[src/hdl/assert_macros.svh]
// Assertion macros shared by the keyframe vertex interpolator modules.
`ifndef ASSERT_MACROS_SVH
`define ASSERT_MACROS_SVH

`ifndef ASSERT_OFF
// Condition holds at every clock edge outside reset.
`define ASSERT_ALWAYS(label, clk, rst, cond) \
  label: assert property (@(posedge clk) disable iff (rst) (cond)) \
    else $error("%m: assertion failed");
// Consequent holds in the same cycle as the antecedent.
`define ASSERT_IMPLIES(label, clk, rst, ante, cons) \
  label: assert property (@(posedge clk) disable iff (rst) (ante) |-> (cons)) \
    else $error("%m: assertion failed");
// Consequent holds in the cycle after the antecedent.
`define ASSERT_NEXT(label, clk, rst, ante, cons) \
  label: assert property (@(posedge clk) disable iff (rst) (ante) |=> (cons)) \
    else $error("%m: assertion failed");
`else
`define ASSERT_ALWAYS(label, clk, rst, cond)
`define ASSERT_IMPLIES(label, clk, rst, ante, cons)
`define ASSERT_NEXT(label, clk, rst, ante, cons)
`endif

`endif

[src/hdl/kvi_pkg.sv]
`timescale 1ns / 1ps
// Shared widths, constants and types of the keyframe vertex interpolator.
package kvi_pkg;

  localparam int unsigned MAX_FRAMES = 1024;

  localparam int TIME_W    = 31;
  localparam int WEIGHT_W  = 16;
  localparam int COORD_W   = 16;
  localparam int OUT_W     = 20;
  localparam int COUNT_W   = 11;
  localparam int FRAME_W   = 10;
  localparam int PERIOD_W  = 16;
  localparam int SCALE_W   = 16;
  localparam int CFG_W     = 16;
  localparam int CFG_IDX_W = 3;

  localparam int IN_DATA_W  = 128;
  localparam int OUT_DATA_W = 96;

  // Long division of {time, 16 zero bits} yields quotient and weight at once.
  localparam int DVD_W  = TIME_W + WEIGHT_W;
  localparam int STEP_W = $clog2(DVD_W + 1);

  localparam int MUL_W       = 18;
  localparam int PROD_W      = 2 * MUL_W;
  localparam int BLEND_W     = 32;
  localparam int ACC_W       = 49;
  localparam int ROUND_SHIFT = 24;
  localparam logic [ACC_W-1:0] ROUND_BIAS = ACC_W'(64'd1 << (ROUND_SHIFT - 1));

  localparam int NUM_AXES = 3;
  localparam int AXIS_W   = 2;

  localparam logic [PERIOD_W-1:0] DEFAULT_PERIOD = PERIOD_W'(100);

  localparam logic [COUNT_W-1:0]  RST_FRAME_COUNT  = COUNT_W'(1);
  localparam logic [FRAME_W-1:0]  RST_START_FRAME  = '0;
  localparam logic [COUNT_W-1:0]  RST_FRAME_RANGE  = COUNT_W'(1);
  localparam logic [PERIOD_W-1:0] RST_FRAME_PERIOD = PERIOD_W'(100);
  localparam logic [SCALE_W-1:0]  RST_VERTEX_SCALE = SCALE_W'(256);

  typedef enum logic [CFG_IDX_W-1:0] {
    REG_FRAME_COUNT  = 3'd0,
    REG_START_FRAME  = 3'd1,
    REG_FRAME_RANGE  = 3'd2,
    REG_FRAME_PERIOD = 3'd3,
    REG_VERTEX_SCALE = 3'd4
  } cfg_reg_t;

  typedef enum logic {
    CMD_TICK   = 1'b0,
    CMD_VERTEX = 1'b1
  } cmd_t;

  typedef struct packed {
    logic              start;
    logic [STEP_W-1:0] steps;
  } div_req_t;

  typedef struct packed {
    logic busy;
    logic done;
  } div_stat_t;

endpackage

[src/hdl/kvi_divider.sv]
`timescale 1ns / 1ps
// Iterative restoring divider, one quotient bit per cycle.
`include "assert_macros.svh"
module kvi_divider (
  input  logic                          clk,
  input  logic                          rst,
  input  kvi_pkg::div_req_t             req,
  input  logic [kvi_pkg::DVD_W-1:0]     dividend,
  input  logic [kvi_pkg::PERIOD_W-1:0]  divisor,
  output kvi_pkg::div_stat_t            stat,
  output logic [kvi_pkg::DVD_W-1:0]     quotient,
  output logic [kvi_pkg::PERIOD_W-1:0]  remainder
);
  import kvi_pkg::*;

  logic                busy;
  logic                done;
  logic [STEP_W-1:0]   cnt;
  logic [DVD_W-1:0]    dvd;
  logic [PERIOD_W-1:0] rem;
  logic [PERIOD_W-1:0] dvs;
  logic [PERIOD_W:0]   shifted;
  logic [PERIOD_W:0]   diff;
  logic                fits;

  // The dividend shifts out at the top while quotient bits shift in below.
  always_comb begin
    shifted = {rem, dvd[DVD_W-1]};
    diff    = shifted - {1'b0, dvs};
    fits    = (shifted >= {1'b0, dvs});
  end

  always_ff @(posedge clk) begin
    if (rst) begin
      busy <= 1'b0;
      done <= 1'b0;
      cnt  <= '0;
    end else begin
      done <= 1'b0;
      if (req.start) begin
        busy <= 1'b1;
        cnt  <= req.steps;
      end else if (busy) begin
        cnt <= cnt - STEP_W'(1);
        if (cnt == STEP_W'(1)) begin
          busy <= 1'b0;
          done <= 1'b1;
        end
      end
    end
  end

  always_ff @(posedge clk) begin
    if (req.start) begin
      dvd <= dividend;
      dvs <= divisor;
      rem <= '0;
    end else if (busy) begin
      dvd <= {dvd[DVD_W-2:0], fits};
      rem <= fits ? diff[PERIOD_W-1:0] : shifted[PERIOD_W-1:0];
    end
  end

  assign stat.busy = busy;
  assign stat.done = done;
  assign quotient  = dvd;
  assign remainder = rem;

  `ASSERT_NEXT(a_start_sets_busy, clk, rst, req.start, busy)
  `ASSERT_IMPLIES(a_rem_below_divisor, clk, rst, done, rem < dvs)
  `ASSERT_IMPLIES(a_done_follows_busy, clk, rst, done, $past(busy))

endmodule

[src/hdl/kvi_mul.sv]
`timescale 1ns / 1ps
// Shared signed multiplier with a registered product.
module kvi_mul (
  input  logic                               clk,
  input  logic signed [kvi_pkg::MUL_W-1:0]   a,
  input  logic signed [kvi_pkg::MUL_W-1:0]   b,
  output logic signed [kvi_pkg::PROD_W-1:0]  p
);
  import kvi_pkg::*;

  always_ff @(posedge clk) begin
    p <= a * b;
  end

endmodule

[src/hdl/keyframe_vertex_interpolator.sv]
`timescale 1ns / 1ps
// Keyframe vertex interpolator: one item in, one result out, under a small sequencer.
// A tick runs a 47-step pass of the shared divider, which gives frame quotient and
// weight, then a 31-step pass that wraps the quotient. A vertex takes six sequencer
// steps per axis on one shared multiplier. Input is ready again in the same cycle
// that the result turns valid; a held result stalls.
// Reset is synchronous: registers return to 1, 0, 1, 100, 256 and the stored weight to zero.
`include "assert_macros.svh"
module keyframe_vertex_interpolator (
  input  logic                             clk,
  input  logic                             rst,
  // Input stream. tdata from bit 0: elapsed_time, first_x, first_y, first_z,
  // second_x, second_y, second_z, one pad bit. tuser: command.
  input  logic                             s_axis_tvalid,
  output logic                             s_axis_tready,
  input  logic [kvi_pkg::IN_DATA_W-1:0]    s_axis_tdata,
  input  logic                             s_axis_tuser,
  // Result stream. tdata from bit 0: frame_a, frame_b, weight, out_x, out_z, out_y.
  output logic                             m_axis_tvalid,
  input  logic                             m_axis_tready,
  output logic [kvi_pkg::OUT_DATA_W-1:0]   m_axis_tdata,
  // Configuration write port.
  input  logic                             cfg_we,
  input  logic [kvi_pkg::CFG_IDX_W-1:0]    cfg_index,
  input  logic [kvi_pkg::CFG_W-1:0]        cfg_data
);
  import kvi_pkg::*;

  // Field positions inside the input tdata.
  localparam int FX_LSB = TIME_W;
  localparam int FY_LSB = FX_LSB + COORD_W;
  localparam int FZ_LSB = FY_LSB + COORD_W;
  localparam int SX_LSB = FZ_LSB + COORD_W;
  localparam int SY_LSB = SX_LSB + COORD_W;
  localparam int SZ_LSB = SY_LSB + COORD_W;
  localparam int SH_W   = ACC_W - ROUND_SHIFT;

  localparam logic [AXIS_W-1:0] LAST_AXIS = AXIS_W'(NUM_AXES - 1);
  localparam logic [OUT_W-1:0]  OUT_MAX   = {1'b0, {(OUT_W-1){1'b1}}};
  localparam logic [OUT_W-1:0]  OUT_MIN   = {1'b1, {(OUT_W-1){1'b0}}};

  typedef enum logic [13:0] {
    ST_IDLE     = 14'b00000000000001,
    ST_T_COUNT  = 14'b00000000000010,
    ST_T_START  = 14'b00000000000100,
    ST_T_RANGE  = 14'b00000000001000,
    ST_T_DIV1   = 14'b00000000010000,
    ST_T_DIV2   = 14'b00000000100000,
    ST_T_FRAMES = 14'b00000001000000,
    ST_V_DIFF   = 14'b00000010000000,
    ST_V_BLEND  = 14'b00000100000000,
    ST_V_HI     = 14'b00001000000000,
    ST_V_LO     = 14'b00010000000000,
    ST_V_ACC    = 14'b00100000000000,
    ST_V_SAT    = 14'b01000000000000,
    ST_DONE     = 14'b10000000000000
  } state_t;

  state_t state;
  state_t state_next;

  // Configuration registers.
  logic [COUNT_W-1:0]  frame_count;
  logic [FRAME_W-1:0]  start_frame;
  logic [COUNT_W-1:0]  frame_range;
  logic [PERIOD_W-1:0] frame_period;
  logic [SCALE_W-1:0]  vertex_scale;

  logic [WEIGHT_W-1:0] blend_weight;

  // Latched item.
  cmd_t                      cmd;
  logic [TIME_W-1:0]         t_reg;
  logic signed [COORD_W-1:0] coord_a [NUM_AXES];
  logic signed [COORD_W-1:0] coord_b [NUM_AXES];
  logic [AXIS_W-1:0]         axis;

  // Tick working registers.
  logic [COUNT_W-1:0] eff_count;
  logic [COUNT_W-1:0] eff_start;
  logic [COUNT_W-1:0] eff_range;
  logic [COUNT_W-1:0] res_fa;
  logic [COUNT_W-1:0] res_fb;

  // Vertex working registers.
  logic [BLEND_W-1:0] bsum;
  logic [ACC_W-1:0]   acc;
  logic [OUT_W-1:0]   res_xyz [NUM_AXES];

  logic [OUT_DATA_W-1:0] out_data;

  // Shared units.
  div_req_t            div_req;
  div_stat_t           div_stat;
  logic [DVD_W-1:0]    div_dividend;
  logic [PERIOD_W-1:0] div_divisor;
  logic [DVD_W-1:0]    div_q;
  logic [PERIOD_W-1:0] div_rem;

  logic signed [MUL_W-1:0]  mul_a;
  logic signed [MUL_W-1:0]  mul_b;
  logic signed [PROD_W-1:0] prod;

  // Combinational helpers.
  logic [COUNT_W-1:0]        count_c;
  logic [COUNT_W-1:0]        start_c;
  logic [COUNT_W-1:0]        range_raw;
  logic [COUNT_W:0]          range_sum;
  logic [COUNT_W-1:0]        range_c;
  logic [PERIOD_W-1:0]       period_c;
  logic [COUNT_W-1:0]        fb_inc;
  logic [COUNT_W:0]          loop_end;
  logic [COUNT_W-1:0]        fb_c;
  logic signed [COORD_W-1:0] sel_a;
  logic signed [COORD_W-1:0] sel_b;
  logic [COORD_W:0]          diff_ab;
  logic [PROD_W-1:0]         a_ext;
  logic [PROD_W-1:0]         blend_c;
  logic [ACC_W-1:0]          prod_ext;
  logic [SH_W-1:0]           sh;
  logic [OUT_W-1:0]          sat_c;
  logic                      accept;
  logic                      out_free;
  logic                      div_phase;

  assign accept        = s_axis_tvalid && s_axis_tready;
  assign out_free      = !m_axis_tvalid || m_axis_tready;
  assign s_axis_tready = (state == ST_IDLE) && !rst;
  assign m_axis_tdata  = out_data;

  // States in which the shared divider may be running.
  assign div_phase = state inside {ST_T_START, ST_T_RANGE, ST_T_DIV1, ST_T_DIV2};

  // Configuration writes; an index past the register list is ignored.
  always_ff @(posedge clk) begin
    if (rst) begin
      frame_count  <= RST_FRAME_COUNT;
      start_frame  <= RST_START_FRAME;
      frame_range  <= RST_FRAME_RANGE;
      frame_period <= RST_FRAME_PERIOD;
      vertex_scale <= RST_VERTEX_SCALE;
    end else if (cfg_we) begin
      case (cfg_index)
        REG_FRAME_COUNT:  frame_count  <= cfg_data[COUNT_W-1:0];
        REG_START_FRAME:  start_frame  <= cfg_data[FRAME_W-1:0];
        REG_FRAME_RANGE:  frame_range  <= cfg_data[COUNT_W-1:0];
        REG_FRAME_PERIOD: frame_period <= cfg_data[PERIOD_W-1:0];
        REG_VERTEX_SCALE: vertex_scale <= cfg_data[SCALE_W-1:0];
        default: ;
      endcase
    end
  end

  // Clamping of the loop description. Each step reads the one registered before it,
  // and all of them finish while the first divider pass is still running.
  always_comb begin
    if (frame_count == '0) begin
      count_c = COUNT_W'(1);
    end else if (32'(frame_count) > MAX_FRAMES) begin
      count_c = COUNT_W'(MAX_FRAMES);
    end else begin
      count_c = frame_count;
    end

    start_c = (COUNT_W'(start_frame) >= eff_count) ? eff_count - COUNT_W'(1)
                                                    : COUNT_W'(start_frame);

    range_raw = (frame_range == '0) ? COUNT_W'(1) : frame_range;
    range_sum = {1'b0, eff_start} + {1'b0, range_raw};
    range_c   = (range_sum > {1'b0, eff_count}) ? eff_count - eff_start : range_raw;

    period_c = (frame_period == '0) ? DEFAULT_PERIOD : frame_period;

    // The following frame wraps back to the start at the end of the loop.
    fb_inc   = res_fa + COUNT_W'(1);
    loop_end = {1'b0, eff_start} + {1'b0, eff_range};
    fb_c     = ({1'b0, fb_inc} >= loop_end) ? eff_start : fb_inc;
  end

  // Divider requests: the first pass divides time, with 16 fraction bits appended,
  // by the period; the second pass takes the frame quotient modulo the range.
  always_comb begin
    div_req.start = (state == ST_T_COUNT) || ((state == ST_T_DIV1) && div_stat.done);
    if (state == ST_T_COUNT) begin
      div_req.steps = STEP_W'(DVD_W);
      div_dividend  = {t_reg, {WEIGHT_W{1'b0}}};
      div_divisor   = period_c;
    end else begin
      div_req.steps = STEP_W'(TIME_W);
      div_dividend  = {div_q[DVD_W-1:WEIGHT_W], {WEIGHT_W{1'b0}}};
      div_divisor   = PERIOD_W'(eff_range);
    end
  end

  // Vertex arithmetic. With d = b - a the blend is B = a * 65536 + d * w, which
  // fits 32 bits. B * scale is split into its signed upper and unsigned lower
  // halves so that each product stays on the 18 by 18 multiplier.
  always_comb begin
    sel_a   = coord_a[axis];
    sel_b   = coord_b[axis];
    diff_ab = {sel_b[COORD_W-1], sel_b} - {sel_a[COORD_W-1], sel_a};

    case (state)
      ST_V_DIFF: begin
        mul_a = {diff_ab[COORD_W], diff_ab};
        mul_b = {{(MUL_W-WEIGHT_W){1'b0}}, blend_weight};
      end
      ST_V_HI: begin
        mul_a = {{(MUL_W-WEIGHT_W){bsum[BLEND_W-1]}}, bsum[BLEND_W-1:WEIGHT_W]};
        mul_b = {{(MUL_W-SCALE_W){1'b0}}, vertex_scale};
      end
      default: begin
        mul_a = {{(MUL_W-WEIGHT_W){1'b0}}, bsum[WEIGHT_W-1:0]};
        mul_b = {{(MUL_W-SCALE_W){1'b0}}, vertex_scale};
      end
    endcase

    a_ext    = {{(PROD_W-COORD_W-WEIGHT_W){sel_a[COORD_W-1]}}, sel_a, {WEIGHT_W{1'b0}}};
    blend_c  = a_ext + prod;
    prod_ext = {{(ACC_W-PROD_W){prod[PROD_W-1]}}, prod};

    // Arithmetic shift right floors, then the result saturates to the field.
    sh = acc[ACC_W-1:ROUND_SHIFT];
    if ((sh[SH_W-1:OUT_W-1] == '0) || (sh[SH_W-1:OUT_W-1] == '1)) begin
      sat_c = sh[OUT_W-1:0];
    end else if (sh[SH_W-1]) begin
      sat_c = OUT_MIN;
    end else begin
      sat_c = OUT_MAX;
    end
  end

  // Sequencer.
  always_comb begin
    state_next = state;
    case (state)
      ST_IDLE: begin
        if (accept) begin
          state_next = (cmd_t'(s_axis_tuser) == CMD_VERTEX) ? ST_V_DIFF : ST_T_COUNT;
        end
      end
      ST_T_COUNT:  state_next = ST_T_START;
      ST_T_START:  state_next = ST_T_RANGE;
      ST_T_RANGE:  state_next = ST_T_DIV1;
      ST_T_DIV1: begin
        if (div_stat.done) begin
          state_next = ST_T_DIV2;
        end
      end
      ST_T_DIV2: begin
        if (div_stat.done) begin
          state_next = ST_T_FRAMES;
        end
      end
      ST_T_FRAMES: state_next = ST_DONE;
      ST_V_DIFF:   state_next = ST_V_BLEND;
      ST_V_BLEND:  state_next = ST_V_HI;
      ST_V_HI:     state_next = ST_V_LO;
      ST_V_LO:     state_next = ST_V_ACC;
      ST_V_ACC:    state_next = ST_V_SAT;
      ST_V_SAT:    state_next = (axis == LAST_AXIS) ? ST_DONE : ST_V_DIFF;
      ST_DONE: begin
        if (out_free) begin
          state_next = ST_IDLE;
        end
      end
      default:     state_next = ST_IDLE;
    endcase
  end

  always_ff @(posedge clk) begin
    if (rst) begin
      state         <= ST_IDLE;
      axis          <= '0;
      blend_weight  <= '0;
      m_axis_tvalid <= 1'b0;
    end else begin
      state <= state_next;
      if (accept) begin
        axis <= '0;
      end else if (state == ST_V_SAT) begin
        axis <= axis + AXIS_W'(1);
      end
      if ((state == ST_T_DIV1) && div_stat.done) begin
        blend_weight <= div_q[WEIGHT_W-1:0];
      end
      if ((state == ST_DONE) && out_free) begin
        m_axis_tvalid <= 1'b1;
      end else if (m_axis_tready) begin
        m_axis_tvalid <= 1'b0;
      end
    end
  end

  // Payload registers. The coordinate pairs are stored in output order x, z, y.
  always_ff @(posedge clk) begin
    if (accept) begin
      cmd        <= cmd_t'(s_axis_tuser);
      t_reg      <= s_axis_tdata[TIME_W-1:0];
      coord_a[0] <= s_axis_tdata[FX_LSB +: COORD_W];
      coord_a[1] <= s_axis_tdata[FZ_LSB +: COORD_W];
      coord_a[2] <= s_axis_tdata[FY_LSB +: COORD_W];
      coord_b[0] <= s_axis_tdata[SX_LSB +: COORD_W];
      coord_b[1] <= s_axis_tdata[SZ_LSB +: COORD_W];
      coord_b[2] <= s_axis_tdata[SY_LSB +: COORD_W];
    end

    case (state)
      ST_T_COUNT:  eff_count <= count_c;
      ST_T_START:  eff_start <= start_c;
      ST_T_RANGE:  eff_range <= range_c;
      ST_T_DIV2: begin
        if (div_stat.done) begin
          res_fa <= eff_start + COUNT_W'(div_rem);
        end
      end
      ST_T_FRAMES: res_fb <= fb_c;
      ST_V_BLEND:  bsum <= blend_c[BLEND_W-1:0];
      ST_V_LO:     acc <= (prod_ext << WEIGHT_W) + ROUND_BIAS;
      ST_V_ACC:    acc <= acc + prod_ext;
      ST_V_SAT:    res_xyz[axis] <= sat_c;
      ST_DONE: begin
        if (out_free) begin
          if (cmd == CMD_VERTEX) begin
            out_data <= {res_xyz[2], res_xyz[1], res_xyz[0], blend_weight,
                         {(2*FRAME_W){1'b0}}};
          end else begin
            out_data <= {{(NUM_AXES*OUT_W){1'b0}}, blend_weight,
                         res_fb[FRAME_W-1:0], res_fa[FRAME_W-1:0]};
          end
        end
      end
      default: ;
    endcase
  end

  kvi_divider u_divider (
    .clk       (clk),
    .rst       (rst),
    .req       (div_req),
    .dividend  (div_dividend),
    .divisor   (div_divisor),
    .stat      (div_stat),
    .quotient  (div_q),
    .remainder (div_rem)
  );

  kvi_mul u_mul (
    .clk (clk),
    .a   (mul_a),
    .b   (mul_b),
    .p   (prod)
  );

  `ASSERT_NEXT(a_accept_leaves_idle, clk, rst, accept, state != ST_IDLE)
  `ASSERT_NEXT(a_done_loads_output, clk, rst, (state == ST_DONE) && out_free, m_axis_tvalid)
  `ASSERT_IMPLIES(a_divider_in_tick, clk, rst, div_stat.busy, div_phase)

endmodule
[config.mk]
export PLATFORM = sky130hd
export DESIGN_NAME = keyframe_vertex_interpolator
export DESIGN_NICKNAME = d
export VERILOG_FILES = /design/src/hdl/kvi_pkg.sv /design/src/hdl/kvi_divider.sv /design/src/hdl/kvi_mul.sv /design/src/hdl/keyframe_vertex_interpolator.sv
export VERILOG_INCLUDE_DIRS = /design/src /design/src/hdl
export SDC_FILE = /design/constraint.sdc
export NUM_CORES = 2
export LEC_CHECK = 0
export BUFFER_PORTS_ARGS = -buffer_cell sky130_fd_sc_hd__buf_2
export CELL_PAD_IN_SITES_DETAIL_PLACEMENT = 1
export CELL_PAD_IN_SITES_GLOBAL_PLACEMENT = 1
export CORE_MARGIN = 10
export CORE_UTILIZATION = 35
export CTS_CLUSTER_SIZE = 10
export DETAILED_ROUTE_END_ITERATION = 12
export GPL_TIMING_DRIVEN = 0
export PLACE_DENSITY = 0.58
export RECOVER_POWER = 50
export SLEW_MARGIN = 10
export SYNTH_ARGS = -nofsm -noshare
export SYNTH_HDL_FRONTEND = slang
export SYNTH_SLANG_ARGS = --single-unit
[constraint.sdc]
create_clock -name clk -period 26.4 [get_ports clk]
set_clock_uncertainty 0.2 [all_clocks]
set_input_delay 6.6 -clock clk [delete_from_list [all_inputs] [get_ports clk]]
set_output_delay 6.6 -clock clk [all_outputs]
set_load 0.01 [all_outputs]
==> results.py <==
metrics = {
    "outcome": {
        "status": "complete, but fails checks",
        "violations": "capacitance limit, slew limit",
    },
    "sta": {
        "rsz0062_at_grt": "false",
        "maxClockFrequency_mhz": 66.1,
        "finalCriticalPeriod_ns": 15.13,
        "setup_viol": 0,
        "whs_ns": 0.260,
        "hold_viol": 0,
        "drv_slew": 71,
        "relSlewSlack": -0.219,
        "period_share": 0.573,
        "setup_tns_ns": 0,
        "tightest_slew_ns": 1.83,
    },
    "critical_path": {
        "crit_buf_inv": 4,
        "reg2regPathDepth": 36,
        "cp.required_ns": 19.60,
        "critical_path.slowest_cell": "clkbuf_1",
        "crit_family": "buffers and inverters",
        "crit_start": "rst",
        "max_stage_delay_ns": 0.69,
        "reg2reg_to": "u_mul.p[34]",
        "r2r_setup_slack_ns": 13.53,
        "critPathLaunchType": "input pin",
        "criticalPathCategory": "in -> out",
        "cp.arrival_ns": 8.33,
        "path_max_fanout": 10,
        "end_kind": "primary output",
        "crit_path_cell_trace": "buf_2 -> clkbuf_1 -> clkbuf_1 -> nor2_1 -> buf_2",
    },
    "synth": {
        "avgSynthCellArea_um2": 10.2,
        "synth_top_family_by_area": "adder cells",
        "synth_area_leaders": "edfxtp_1 34%, fa_1 13%, ha_1 7.8%, dfxtp_1 7.4%, nand2_1 5.2%",
        "synth-seq-cells": 640,
        "yosys_most_used_dff": "edfxtp_1",
        "synth_edf_count": 482,
        "ys_async_sr_fraction": 0,
        "synth_cell_type_count": 74,
        "synth_fa_ha_area_frac": 0.213,
        "yosysWarningCount": 0,
        "synth_top_area_frac": 0.340,
        "netlist_top_cells_count": "590 x nand2_1, 499 x inv_1, 482 x edfxtp_1",
        "yosysSeqAreaShare": 0.414,
        "synth_compound_area_frac": 0.111,
        "synth_mux_area_frac": 0.0203,
        "syn_nets": 4890,
        "synth_simple_gate_area_frac": 0.144,
        "syn_area_um2": 42600,
        "synth_xor_area_frac": 0.0395,
        "yosys.area.top_type": "edfxtp_1",
        "syn_inst": 4185,
        "synth.most_common_cell": "nand2_1",
    },
    "power": {
        "swShare": 0.308,
        "power_density_nw_per_um2": 60.3,
        "power_leakage_nw": 20.1,
        "p_int_w": 0.00203,
        "p_clk_frac": 0.366,
        "seq_power_share": 0.419,
        "p_switching_w": 0.000903,
        "p_comb_frac": 0.215,
        "ir_worst_vdd_mv": 0.0610,
    },
    "placement": {
        "placed_area_um2": 46200,
        "hpwlAfterDp_um": 111000,
        "routabilityCongestion": 0.894,
        "portBuffers": 249,
        "dpl.cell_count": 6063,
    },
    "cts": {
        "postCtsHoldBufs": 0,
        "cts_resized": 0,
        "clock_path_buffers": 3,
        "cts.htree.levels": 3,
        "cts_buffers": 82,
        "clock-root-buffer": "clkbuf_16",
        "clkTransAtPathRegs_ns": 0.05,
        "clock-sinks": 640,
        "cts_tree": "yes",
        "post_cts_buffers": 0,
        "clk-insertion-delay-late_ns": 0.68,
    },
    "floorplan": {
        "die_w_um": 369,
        "row_count": 127,
        "die-area_um2": 136000,
        "die_height_um": 369,
        "initial_core_util": 0.354,
        "core_um2": 120000,
        "io_pins": 251,
    },
    "route": {
        "wirelength_um": 139000,
        "num_vias": 31500,
        "drt_iter0_drc": 1676,
        "drc": 0,
        "postRouteAntennaNets": 0,
        "firstDrtPassIters": 5,
        "wire_per_inst_um": 22.3,
        "viasPerCell": 5.07,
    },
    "global_routing": {
        "grt_use_total": 0.202,
        "grt_first_pass_wirelength_um": 211000,
        "grt_pass1_vias": 33800,
        "antenna_found_initial": 8,
        "grt-ovfl-total": 0,
        "grt_max_degree": 33,
    },
    "worst_hold_path": {
        "holdPathStages": 2,
        "hold_end": "start_frame[0]",
        "min_from": "start_frame[0]",
        "hold_path.class": "reg -> reg",
    },
    "final_layout": {
        "fin_nets": 5242,
        "area_delta_synth_final_pct": 14.2,
        "nFillCells": 13600,
        "final_cells": 6209,
        "largest_reg_flops": 96,
        "multi_input_area_um2": 22500,
        "drive_gt1_frac": 0.0958,
        "fin_util": 0.404,
        "final_area_um2": 48600,
        "ff_latch_area_um2": 17600,
    },
    "run": {
        "maxCapViolations": 4,
    },
}
## placed cells by master, fill, tap and decap left out, types with 13 or more instances in the layout
cell type,instances
xor2_1,43
fa_1,286
nand3_1,70
nand2_1,590
nor2_1,281
edfxtp_1,482
a21o_1,83
buf_2,261
o21a_1,38
clkbuf_1,176
mux2i_1,58
o21ai_0,155
and2_1,40
clkbuf_16,87
nor4_1,21
ha_1,266
o21bai_1,26
a31oi_1,13
nor2b_1,65
mux2_2,21
xnor2_1,149
nand2b_1,28
nor3_1,48
inv_1,499
a211oi_1,21
a21oi_1,236
a22oi_1,24
and2_0,51
a221o_1,16
nand4_1,28
dfxtp_1,158
and3_1,47
## how the worst max path moves through the flow
stage,endpoint,slack [ns],cells after the start
after floorplan,s_axis_tready,12.36,3
after global placement,flip-flop,9.76,4
after detailed placement,s_axis_tready,11.23,5
after CTS,s_axis_tready,11.20,5
after global routing,s_axis_tready,11.14,5
final,s_axis_tready,11.27,5
## per-layer routing
| layer | vias to the layer above | global-route usage | routed length (µm) |
|---|---|---|---|
| met3 | 166 | 0.0276 | 5690 |
| met5 | - | 0 | 13 |
| met2 | 598 | 0.342 | 66400 |
| met4 | 2 | 0.0552 | 3370 |
| li1 | 14900 | - | - |
| met1 | 15800 | 0.268 | 63300 |
## power groups by stage
stage,clock [W],combinational (W),sequential [W]
after floorplan,0,0.000449,0.00121
after global routing,0.00114,0.000713,0.00123
after detailed placement,0,0.000633,0.00125
final,0.00107,0.000632,0.00123
after global placement,0,0.000617,0.00126
after CTS,0.00110,0.000640,0.00123
## tightest hold or removal path, stage by stage (launching register included)
cell and delay (ns):
dfxtp_1 0.31, nand2_1 0.05, a21oi_1 0.05
## metrics by stage
step	total power [W]	worst slack [ns]
after floorplan	0.00166	12.36
after global placement	0.00187	9.76
after detailed placement	0.00188	11.23
after CTS	0.00297	11.20
after global routing	0.00309	11.14
final	0.00293	11.27
## layout make-up
| cell class | instances | area share |
|---|---|---|
| Clock buffer | 125 | 0.0489 |
| Inverter | 499 | 0.0385 |
| Buffer | 152 | 0.0120 |
| Clock inverter | 17 | 0.00324 |
| Timing Repair Buffer | 268 | 0.0307 |
| Multi-Input combinational cell | 2894 | 0.462 |
| Sequential cell | 640 | 0.363 |
| Tap cell | 1612 | 0.0415 |
| Antenna cell | 2 | 0.000103 |
## cell families (layout without fill, tap and decap cells)
family                   after synthesis  count (layout)
AND/OR/NAND/NOR                     1335            1335
buffers and inverters                651            1061
AO/OA/AOI/OAI                        732             732
other                                  0               2
flip-flops                           640             640
XOR/XNOR                             192             192
multiplexers                          83              83
adder cells (fa/ha/maj)              552             552
(Power assumes the default switching activity.)
